<file path="config.mk">
export PLATFORM = sky130hd
export DESIGN_NAME = kr_ram
export DESIGN_NICKNAME = d
export VERILOG_FILES = /design/src/hdl/kr_ram.sv
export SDC_FILE = /design/constraint.sdc
export NUM_CORES = 1
export LEC_CHECK = 0
export ABC_AREA = 1
export BUFFER_PORTS_ARGS = -buffer_cell sky130_fd_sc_hd__buf_2
export CORE_AREA = 2 2 107 109
export DETAILED_ROUTE_END_ITERATION = 10
export DIE_AREA = 0 0 109 111
export PLACE_DENSITY_LB_ADDON = 0.3
export SYNTH_ARGS = -nofsm -noshare
export SYNTH_HDL_FRONTEND = slang
export SYNTH_SLANG_ARGS = --single-unit
</file>
<file path="constraint.sdc">
create_clock -name clk -period 1.2 [get_ports clk]
set_input_delay 0.24 -clock clk [delete_from_list [all_inputs] [get_ports clk]]
set_output_delay 0.24 -clock clk [all_outputs]
set_load 0.02 [all_outputs]
</file>
<file path="src/hdl/kr_ram.sv">
// ----------------------------------------------------------------------------
// kr_ram
// Generic single-write, single-read RAM with registered read data.
// ----------------------------------------------------------------------------
module kr_ram #(
	parameter int WIDTH = 8,
	parameter int DEPTH = 16
) (
	input  logic                     clk,
	input  logic                     we,
	input  logic [$clog2(DEPTH)-1:0] waddr,
	input  logic [WIDTH-1:0]         wdata,
	input  logic                     re,
	input  logic [$clog2(DEPTH)-1:0] raddr,
	output logic [WIDTH-1:0]         rdata
);
	logic [WIDTH-1:0] mem_q [DEPTH];

	always_ff @(posedge clk) begin
		if (we) begin
			mem_q[waddr] <= wdata;
		end
		if (re) begin
			rdata <= mem_q[raddr];
		end
	end
endmodule

</file>
==> results by group <==
Logic synthesis
  – Mux share of post-synthesis cell area: 0%
  – Avg Cell Area, Syn: 10.6 um2
  – Post-synthesis cell type with the largest combined area: sky130_fd_sc_hd__edfxtp_1
  – Dominant cell by count in the synthesized netlist: sky130_fd_sc_hd__nand2_1
  – Post-synth EDFFs: around 140
  – Area share of and/or/nand/nor cells after synthesis: 20.8%
  – Main combinational cell family by area after synthesis: simple AND/OR/NAND/NOR gates
  – Top cell type's share of synthesized area: a little over two thirds
  – Ranking of synthesized cells by instance count: sky130_fd_sc_hd__nand2_1 (173), sky130_fd_sc_hd__edfxtp_1 (136), sky130_fd_sc_hd__inv_1 (100)
  – Xor/xnor cell area share of the yosys netlist: 0%
  – Netlist area before placement: about 6000 um2
  – Asr flop ratio synth: 0%
  – Compound-cell area share of the yosys netlist: 0%
  – Number of cells produced by synthesis: approximately 550
  – Net count of the mapped netlist: 570
  – Portion of the post-synthesis area used by sequential elements: between 60% and 70%
  – Number of register bits inferred by synthesis: ~140
  – Count of cell types in the netlist: 11
  – Top flip-flop cell by instance count after synthesis: sky130_fd_sc_hd__edfxtp_1
  – Post-Synth Adder-Cell Area: 0%
  – Top cells by area in the synthesized netlist: sky130_fd_sc_hd__edfxtp_1 (70%), sky130_fd_sc_hd__nand2_1 (11%), sky130_fd_sc_hd__nand3_1 (8.3%), sky130_fd_sc_hd__inv_1 (6.4%), sky130_fd_sc_hd__buf_6 (1.2%)
  – Yosys warning total: 0

Timing
  – Max transition margin: 57.4%
  – Number of slew-limit violations in the final report: 0
  – Minimum clock period: approximately 1200 ps
  – Final critical-path share of the clock period: 103%
  – Final-report hold violation count: 0
  – Worst slew pin tran: 638 ps
  – RSZ-0062 raised after global routing: yes
  – Highest Clock Rate: 808 MHz
  – Post-route clock skew: around 7.8 ps
  – Final Setup Violations: 5
  – Worst setup margin: -37.5 ps

Placement
  – I/O Buffers: 26
  – Half-perimeter wire length after placement: 8090 um
  – Placer Congestion: 0.884
  – Pre-CTS setup slack: -299 ps
  – Total instance count after detailed placement: about 720

GRT
  – Vias in the first global route: 3816
  – Pin count of the biggest net entering global routing: 33
  – All-Layer GR Usage: 23.5%
  – Number of antenna violations at the first check in global routing: 0
  – Grt total ovfl: 0
  – Wire length of the first global-routing pass: about 20000 um

Pwr
  – Logic gate share of total power: roughly 6.6%
  – Pwr/cell area: approximately 1600 nW/um2
  – Fraction of power spent switching nets: 21.4%
  – Internal Pwr Total: 8.61 mW
  – Proportion of power drawn by the clock network: approximately 44%
  – Leakage power figure: 2.98 nW
  – Share of total power in sequential cells: 49.3%
  – Maximum ir drop on the vdd rail: 860 uV
  – Switching power total: 2.34 mW

Floorplan
  – Core Box Area: roughly 11000 um2
  – Number of rows created at floorplan: 39
  – Die width: around 110 um
  – Effective utilization at floorplan: 52.8%
  – Die area: approximately 12000 um2
  – Chip height: between 100 and 150 um
  – I/O pin count: 27

Cells and area
  – Sequential standard cell area: 4080 um2
  – Share of post-route cells with drive strength above 1: 14.4%
  – Fillers: 875
  – Number of antenna diodes: 0
  – Multi-input gate area in the final layout: 1250 um2
  – Number of non-filler instances in the completed layout: 754
  – Count of nets after finishing: 617
  – Area growth syn-to-layout: 17.2%

Run
  – Number of max-cap violations: 0

Critical path
  – Crit path max fanout: 1
  – Required time of the critical path: 960 ps
  – Worst Path Buf+Inv: 1
  – Critical path's slowest cell: sky130_fd_sc_hd__edfxtp_1
  – Cell class contributing the biggest share of worst-path delay: flip-flops
  – Endpoint kind of the worst setup timing path: primary output
  – Delay of the slowest cell on the worst path: around 430 ps
  – Kind of start point of the critical path: flip-flop
  – Critical path data arrival time: 1000 ps
  – Setup CP Type: reg2out
  – Cell-by-cell listing of the critical path: buf_6

Routing
  – DRT iter0 DRCs: 425
  – DRC violation count after routing: 0
  – Number of detailed-route iterations in the first pass: 5
  – Antenna-violating nets left: 0
  – Average wire length per cell after detail routing: ~17 um
  – Via Count: 3877
  – Via-to-Cell Ratio: around 5.1
  – Total wire length after detailed routing: 12900 um

Run status
  – Outcome: complete, but fails checks
  – Failing checks: setup timing

Clock network
  – Maximum root-to-sink buffer count: 2
  – CTS sink cnt: 136
  – CTS tree: yes
  – Number of CTS-inserted buffers: 17
  – Clock tree root buffer cell: sky130_fd_sc_hd__clkbuf_16
  – Number of buffers inserted for hold repair after clock tree synthesis: 0
  – Clk Latency, worst-skew pair: roughly 410 ps
  – Number of H-tree branching levels: 4
  – Post-CTS setup repair buffer count: 0
  – Clock-pin slew of the registers on the worst-case setup and hold paths: 60 ps

Worst hold path
  – Hold Path Class: in2reg
cell type report:
| class | instances | share of cell area (%) |
|---|---|---|
| Clock buffer | 21 | 6.43 |
| Multi-Input combinational cell | 289 | 18.2 |
| Sequential cell | 136 | 59.6 |
| Timing Repair Buffer | 52 | 6.02 |
| Clock inverter | 11 | 1.55 |
| Inverter | 102 | 5.59 |
| Tap cell | 143 | 2.61 |
layout by cell type (no fill, tap or decap):
cell,instances
sky130_fd_sc_hd__nand2_1,173
sky130_fd_sc_hd__edfxtp_1,136
sky130_fd_sc_hd__inv_1,100
sky130_fd_sc_hd__nand3_1,90
sky130_fd_sc_hd__buf_4,23
sky130_fd_sc_hd__buf_2,18
sky130_fd_sc_hd__nor2_1,17
sky130_fd_sc_hd__clkbuf_16,17
sky130_fd_sc_hd__buf_6,8
sky130_fd_sc_hd__nand3_2,7
sky130_fd_sc_hd__clkinv_2,7
sky130_fd_sc_hd__clkbuf_1,4
sky130_fd_sc_hd__buf_12,3
sky130_fd_sc_hd__inv_2,2
sky130_fd_sc_hd__nand3b_1,2
sky130_fd_sc_hd__bufinv_16,2
sky130_fd_sc_hd__clkinv_1,1
sky130_fd_sc_hd__clkinvlp_4,1
metal layers:
layer / vias to the layer above / part of all wire [%] / track usage, %
met5: - / 0 / 0
met4: 0 / 1.5 / 9.32
met3: 12 / 6.8 / 6.11
met2: 132 / 49 / 35.9
met1: 1859 / 43 / 32.0
li1: 1874 / - / -
flip-flops by register name, indices dropped and copies added (netlist names):
signal	flops
mem_q	128
rdata	8
path summary, 6_finish.rpt:
check / slack [ps] / start / end / cells after the start
setup / recovery: -40 / rdata[0] / rdata[0] / 1
hold reg to reg: 750 / mem_q[10][7] / rdata[7] / 6
hold / removal: 200 / re / rdata[6] / 1
setup reg to reg: 60 / mem_q[6][6] / rdata[6] / 6
repair_timing:
item / 4_1_cts / 5_1_grt
endpoints found under the setup margin: 6 / 14
gates resized for setup: 10 / 13
cloned: 0 / 0
pin swaps: 0 / 1
cells by family (layout without fill, tap and decap cells):
logic type / Yosys count / after routing
flops: 136 / 136
simple gates: 289 / 289
buf+inv: 126 / 186
metrics by stage:
| stage | area (um2) | power, mW | hold slack, ps | util [%] | TNS (ps) |
|---|---|---|---|---|---|
| 2_1_floorplan | 5850 | 5.88 | 339 | - | 0 |
| 3_3_place_gp | 6220 | 6.15 | 609 | 56.2 | -3130 |
| 3_5_place_dp | 6220 | 6.16 | 609 | 56.2 | -3800 |
| 4_1_cts | 6800 | 11.0 | 174 | 61.4 | -281 |
| 5_1_grt | 6850 | 11.3 | 182 | 61.9 | -373 |
| 6_report | 6850 | 11.0 | 201 | 61.9 | -149 |
power by group through the flow:
stage | registers [mW] | clock network (mW) | logic [mW]
2_1_floorplan | 5.50 | 0 | 0.375
3_3_place_gp | 5.48 | 0 | 0.668
6_report | 5.39 | 4.84 | 0.718
4_1_cts | 5.39 | 4.92 | 0.700
5_1_grt | 5.40 | 5.11 | 0.790
3_5_place_dp | 5.48 | 0 | 0.678
Power figures use the tool's default switching activity.
