<file path="src/hdl/kr_pkg.sv">
// ----------------------------------------------------------------------------
// kr_pkg
// Shared types, constants and helpers for the keyed record table.
// ----------------------------------------------------------------------------
package kr_pkg;

	localparam int TABLE_DEPTH = 32;
	localparam int IDX_W       = $clog2(TABLE_DEPTH);
	localparam int CNT_W       = $clog2(TABLE_DEPTH + 1);
	localparam int KEY_BYTES   = 16;
	localparam int KEY_W       = 128;
	localparam int TAG_W       = 32;
	localparam int STACK_DEPTH = 32;
	localparam int SP_W        = $clog2(STACK_DEPTH + 1);
	localparam int SIDX_W      = $clog2(STACK_DEPTH);
	localparam int OP_W        = 3;
	localparam int STATUS_W    = 2;
	localparam int OUT_IDX_W   = 5;

	localparam logic [KEY_W-1:0] KEY_MASK = {KEY_W{1'b1}} << (KEY_W - 8 * KEY_BYTES);

	localparam logic [STATUS_W-1:0] ST_OK   = 2'd0;
	localparam logic [STATUS_W-1:0] ST_NONE = 2'd1;
	localparam logic [STATUS_W-1:0] ST_FULL = 2'd2;

	typedef enum logic [OP_W-1:0] {
		OP_APPEND = 3'd0,
		OP_FIND1  = 3'd1,
		OP_FINDALL = 3'd2,
		OP_DELETE = 3'd3,
		OP_SORT   = 3'd4,
		OP_DUMP   = 3'd5
	} op_t;

	typedef struct packed {
		logic [KEY_W-1:0] key;
		logic [TAG_W-1:0] tag;
	} entry_t;

	localparam int ENTRY_W = $bits(entry_t);

	typedef struct packed {
		logic [IDX_W-1:0] lo;
		logic [IDX_W-1:0] hi;
	} bounds_t;

	typedef struct packed {
		logic [STATUS_W-1:0]  status;
		logic [OUT_IDX_W-1:0] index;
		entry_t               ent;
		logic                 last;
	} result_t;

	function automatic result_t mk_result(logic [STATUS_W-1:0] status,
			logic [CNT_W-1:0] idx, entry_t ent, logic last);
		result_t r;
		r.status = status;
		r.index  = OUT_IDX_W'(idx);
		r.ent    = ent;
		r.last   = last;
		return r;
	endfunction

endpackage

</file>
<file path="src/hdl/kr_cmp.sv">
// ----------------------------------------------------------------------------
// kr_cmp
// Shared 128-bit unsigned key comparator (equal and less-than).
// ----------------------------------------------------------------------------
module kr_cmp (
	input  logic [kr_pkg::KEY_W-1:0] a,
	input  logic [kr_pkg::KEY_W-1:0] b,
	output logic                     eq,
	output logic                     lt
);
	import kr_pkg::*;

	assign eq = (a == b);
	assign lt = (a < b);
endmodule

</file>
<file path="config.mk">
export PLATFORM = sky130hd
export DESIGN_NAME = kr_cmp
export DESIGN_NICKNAME = d
export VERILOG_FILES = /design/src/hdl/kr_pkg.sv /design/src/hdl/kr_cmp.sv
export SDC_FILE = /design/constraint.sdc
export NUM_CORES = 1
export LEC_CHECK = 0
export BUFFER_PORTS_ARGS = -buffer_cell sky130_fd_sc_hd__buf_2
export CAP_MARGIN = 25
export CORE_MARGIN = 5
export CORE_UTILIZATION = 38
export DETAILED_ROUTE_END_ITERATION = 10
export GPL_TIMING_DRIVEN = 0
export PLACE_DENSITY = 0.81
export SYNTH_ARGS = -nofsm -noshare
export SYNTH_HDL_FRONTEND = slang
export SYNTH_SLANG_ARGS = --single-unit
</file>
<file path="constraint.sdc">
create_clock -name vclk -period 2.1
set_input_delay 0.315 -clock vclk [all_inputs]
set_output_delay 0.315 -clock vclk [all_outputs]
set_load 0.02 [all_outputs]
</file>
==> metrics.md, run 1 <==
| Metric | Value |
|---|---|
| Cell Area, Synth | 3210 µm² |
| Vias per Instance | around 5 |
| Largest net degree at the start of global routing | 5 |
| Synth cell types | 29 |
| Slew @ Worst Pin | roughly 370 ps |
| Switch share | a little under half |
| Io pins | approximately 260 |
| Final setup fails | 2 |
| Flip-flop and latch area | 0 µm² |
| GP Congestion | ~0.9 |
| Crit path kind | primary input to output port |
| Die Ht | about 100 µm |
| Most used cell, CP | buf_6 |
| Final HPWL DP | between 10000 and 15000 µm |
| Total global-route track usage | 20.2% |
| Pwr Total | 0.894 mW |
| Most common cell after layout, fill and taps aside | buf_2 |
| Pre-CTS setup slack | -559 ps |
| Tcrit/Tclk final | 118% |
| DRC viols | 0 |
| Power Internal | 0.477 mW |
| Clock power share | 0% |
| Leakage | around 3.2 nW |
| Top cell type by total area after synthesis | ha_1 |
| Worst vdd rail ir drop | 0.101 mV |
| Max-slew violation count | 0 |
| Fmax | around 0.40 GHz |
| Placed cell count | about 820 |
| Synth warn | 0 |
| Comb power frac | 100.0% |
| Critical path arrival | about 2200 ps |
| Share of layout cells above drive strength 1 | a little over two fifths |
| Total nets after synthesis | 840 |
| Fin nets | around 1100 |
| Area Overhead vs Synth | 58.4% |
| FILL cells | 701 |
| Die W | approximately 100 µm |
| Clkbuf count | 0 |
| Sequential Power Share | 0% |
| Crit-path cells | buf_6, ha_4, a21o_1, a221o_1, a221oi_2, o21ai_1, a21oi_2, o2111ai_2, a21oi_4, buf_6 |
| Finished Layout Cells | 823 |
| Initial antenna violation count | 0 |
| Iter 0 DRT Violations | 23 |
| Outcome | complete, but fails checks |
| DRT Pass-1 Iters | 4 |
| Global-route wire length before repair | 17500 µm |
| Initial Util | around two fifths |
| Total length of routed wires | 11500 µm |
| Total gr overflow | 0 |
| Switching pwr | 0.417 mW |
| Max-cap viol count | 0 |
| Post-synthesis sequential area ratio | 0% |
| Routed WL per cell | ~14 µm |
| Worst slew margin | about three quarters |
| Power per cell area | 176 nW/µm² |
| Largest cells by area after synthesis | ha_1 50%, inv_1 15%, a21oi_1 6.6%, nand2_1 4.3%, nand4_1 3.7% |
| CP max stage delay | around 350 ps |
| IO buf count | between 200 and 300 |
| PnR worst setup slack | -386 ps |
| # rows | 33 |
| Final Hold Fails | 0 |
| Seq_cells | 0 |
| Failing checks | negative setup slack |
| Crit Path Max Fanout | 2 |
| Core region area | between 8000 and 9000 µm² |
| RSZ-0062 raised after global routing | true |
| Design Area, Final | 5080 µm² |
| Die footprint | approximately 10000 µm² |
| Hold crit path type | primary input to output port |
| Final ANT Viol Nets | 0 |
| Gate count after technology mapping | between 400 and 500 |
| Most frequent cells in the layout | 241 x buf_2, 115 x inv_1, 114 x ha_1, 39 x a21oi_1, 36 x nand2_1 |
| Worst Path Required | around 1800 ps |
| Mean Syn Cell Area | 7.03 µm² |
| Vias in the first global route | 4364 |
| N_diodes | 0 |
| Crit. End Element | output port |
| Max stage delay cell, worst path | a221o_1 |
| Vias after detailed routing | approximately 4100 |
| Cell Area, Placed | 4770 µm² |
| Area share of the largest cell type after synthesis | 50.0% |
| Final min period | ~2500 ps |
| Startpoint types | primary input |
final timing paths:
path / depth (start not counted) / endpoint / slack [ps] / start
worst max-delay path: 10 / lt / -390 / a[89]
worst min-delay path: 6 / lt / 1160 / a[127]
power groups by stage:
stage	logic (mW)	registers [mW]	clock network, mW
after floorplan	0.443	0	0
after global placement	0.773	0	0
final	0.894	0	0
after detailed placement	0.820	0	0
after global routing	1.02	0	0
after CTS	0.861	0	0
cell families after synthesis:
family | count (synthesis) | synth area share, %
adders and majority gates | 128 | 50.0
and+or+nand+nor | 105 | 16.7
buffers and inverters | 128 | 15.0
AOI/OAI and AO/OA | 95 | 18.4
cell usage after synthesis, types with 3 or more instances:
cell type,number
nand4_1,19
and4_1,7
ha_1,128
a21oi_1,42
a211oi_1,4
a221o_1,3
nor2_1,15
nand3_1,11
nor3_1,3
nand2_1,37
nor2b_1,4
a21o_1,10
o21ai_0,16
nor4_1,5
a221oi_1,7
inv_1,128
final cells by class:
type	count	area [µm²]	share of cell area [%]
multi-input cells	328	3010	59.2
well taps	105	131	2.59
repair buffers	262	1440	28.3
inverters	128	505	9.95
stage by stage:
| stage | hold WS [ps] | TNS [ps] | utilization, % |
|---|---|---|---|
| finish | 1160 | -707 | 61.8 |
| global route | 1200 | -899 | 61.8 |
| CTS | 1170 | -770 | 60.2 |
| detailed placement | 1210 | -1030 | 58.0 |
| global placement | 1190 | -1030 | 58.0 |
| floorplan | 918 | -113 | - |
routing by layer:
metal	vias to the layer above	track usage, %	routed length (µm)
li1	2107	-	-
met1	1784	19.5	3890
met2	181	42.5	6190
met3	26	3.82	1130
met4	0	5.85	340
met5	-	0	0
timing repair:
| action | in CTS | in global routing |
|---|---|---|
| setup buffers | 2 | 2 |
| endpoints found under the setup margin | 2 | 2 |
| hold buffers | 0 | 0 |
| pin swaps | 16 | 17 |
| gates resized for setup | 36 | 24 |
critical path: cells and delay by family:
kind                     cells  cell delay [ps]
AO/OA/AOI/OAI                7             1400
adder cells (fa/ha/maj)      1              230
buffers and inverters        2              230
Power figures use the tool's default switching activity.
==> run 2: changes to the inputs <==
Settings changed: PLACE_DENSITY 0.81 to default, PLACE_DENSITY_LB_ADDON from default to 0.15.
==> run 2 against run 1 <==
  * The flow still finishes with violations (negative setup slack)
  * Core utilization is 1.1 points lower
  * Critical path type unchanged
  * Largest power group unchanged
  * First-iteration DRC count up 43%
  * Fmax rose by 0.31%
  * Worst setup slack improved by 7.7 ps
  * Non-clock buffer count shrank 2
  * Routed wire length fell by 6.2%
  * Via count decreased by 3.7%
  * Hold slack worse by 21 ps
  * Critical path depth stayed put
==> metrics.md, run 2 (synthesis results as in run 1) <==
| Metric | Value |
|---|---|
| Fmax | 0.404 GHz (+0.31%) |
| Largest net degree at the start of global routing | 5 (unchanged) |
| Final Hold Fails | 0 (unchanged) |
| Worst hold slack | 1140 ps (-20.8 ps) |
| DRT Pass-1 Iters | 4 (unchanged) |
| Share of layout cells above drive strength 1 | 41.8% (-1.6 points) |
| RSZ-0062 raised after global routing | true |
| Initial Util | 39.0% (unchanged) |
| Global-route wire length before repair | 16400 µm (-6.2%) |
| Design Area, Final | 4990 µm² (-1.8%) |
| Max-slew violation count | 0 (unchanged) |
| Power per cell area | 170 nW/µm² (-3.4%) |
| Slew @ Worst Pin | 433 ps (+67.3 ps) |
| Leakage | 3.14 nW (-0.94%) |
| Placed cell count | 819 (unchanged) |
| Final min period | 2480 ps (-7.69 ps) |
| Die W | 102 µm (unchanged) |
| # rows | 33 (unchanged) |
| Crit-path cells | buf_6, inv_4, ha_4, and4_4, a221o_1, a2111o_1, a31oi_2, nand3_2, a21oi_4, buf_6 |
| Vias in the first global route | 4063 (-6.9%) |
| Tcrit/Tclk final | 118% (-0.37 points) |
| Final ANT Viol Nets | 0 (unchanged) |
| Startpoint types | primary input |
| Critical path arrival | 2160 ps (about the same) |
| Cell Area, Placed | 4770 µm² (unchanged) |
| Total gr overflow | 0 (unchanged) |
| Setup_tns | -712 ps (-4.98 ps) |
| Clkbuf count | 0 (unchanged) |
| Die Ht | 102 µm (unchanged) |
| Hold path cells | 6 (unchanged) |
| N_diodes | 0 (unchanged) |
| Pwr Total | 0.848 mW (-5.1%) |
| Hold endpoint | lt |
| Final HPWL DP | 10200 µm (-3.9%) |
| Total length of routed wires | 10800 µm (-6.2%) |
| Initial antenna violation count | 1 (+1) |
| Final setup fails | 2 (unchanged) |
| DRC viols | 0 (unchanged) |
| GP Congestion | 0.832 (-8.2%) |
| Max stage delay cell, worst path | a2111o_1 |
| IO buf count | 258 (unchanged) |
| Hold Path Origin | a[127] |
| Vias per Instance | 4.81 (-3.4%) |
| Worst slew margin | 70.7% (-4.7 points) |
| Max-cap viol count | 0 (unchanged) |
| Failing checks | negative setup slack |
| Crit Path Max Fanout | 3 (+1) |
| Io pins | 258 (unchanged) |
| Finished Layout Cells | 821 (-0.24%) |
| Iter 0 DRT Violations | 33 (+43%) |
| PnR worst setup slack | -378 ps (+7.69 ps) |
| Post-layout util | 60.7% (-1.1 points) |
| Fin nets | 1102 (-0.18%) |
| Most common cell after layout, fill and taps aside | buf_2 |
| Area Overhead vs Synth | 55.6% |
| Outcome | complete, but fails checks |
| Vias after detailed routing | 3948 (-3.7%) |
| Crit. End Element | output port |
| CP max stage delay | 390 ps (+40 ps) |
| Total global-route track usage | 19.1% (-1.1 points) |
| Core region area | 8220 µm² (unchanged) |
| Most used cell, CP | buf_6 |
| Worst Path Required | 1780 ps (about the same) |
| Routed WL per cell | 13.2 µm (-6.0%) |
| Seq_cells | 0 (unchanged) |
| Most frequent cells in the layout | 242 x buf_2, 118 x inv_1, 117 x ha_1, 40 x a21oi_1, 37 x nand2_1 |
| Worst vdd rail ir drop | 0.0785 mV (-23%) |
| Die footprint | 10400 µm² (unchanged) |
| Hold crit path type | primary input to output port |
| Crit path kind | primary input to output port |
| Pre-CTS setup slack | -591 ps (-31.3 ps) |
| Flip-flop and latch area | 0 µm² (unchanged) |
[run 2: cell types whose count changed in the layout (fill, tap and decap cells not counted), sizes merged]
cell  change
buf       -2
[run 2: per-layer routing]
metal,part of all wire [%],track usage [%],vias to the layer above
li1,-,-,2106
met1,37,20.4,1673
met2,52,39.4,159
met3,10,3.62,8
met4,0.74,1.72,2
met5,0.10,0,-
[run 2: worst max path at each step]
stage	cells after the start	slack, ps	to	start
2_1_floorplan	8	-110	lt	b[55]
3_3_place_gp	10	-570	lt	b[55]
3_5_place_dp	10	-590	lt	b[55]
4_1_cts	11	-470	lt	b[49]
5_1_grt	11	-480	lt	b[25]
6_report	10	-380	lt	b[54]
[run 2: repair_timing]
item | 4_1_cts | 5_1_grt
gates resized for setup | 14 | 30
hold buffers | 0 | 0
gates cloned | 0 | 0
setup buffers | 2 | 0
endpoints found under the setup margin | 2 | 2
pin swaps | 9 | 14
[run 2: critical path, delay by kind of cell]
kind | cells | cell delay (ps)
AO/OA/AOI/OAI | 4 | 1070
adder cells (fa/ha/maj) | 1 | 200
buffers and inverters | 3 | 270
AND/OR/NAND/NOR | 2 | 310
[run 2: cell type report]
cell class | count | area, µm²
Fill cell | 796 | 3230
Inverter | 128 | 503
Multi-Input combinational cell | 328 | 2950
Tap cell | 105 | 131
Timing Repair Buffer | 260 | 1410
[run 2: report_power, final]
group	total, mW	internal, mW	switching [mW]
sequential	0	0	0
combinational	0.848	0.456	0.392
clock	0	0	0
total	0.848	0.456	0.392
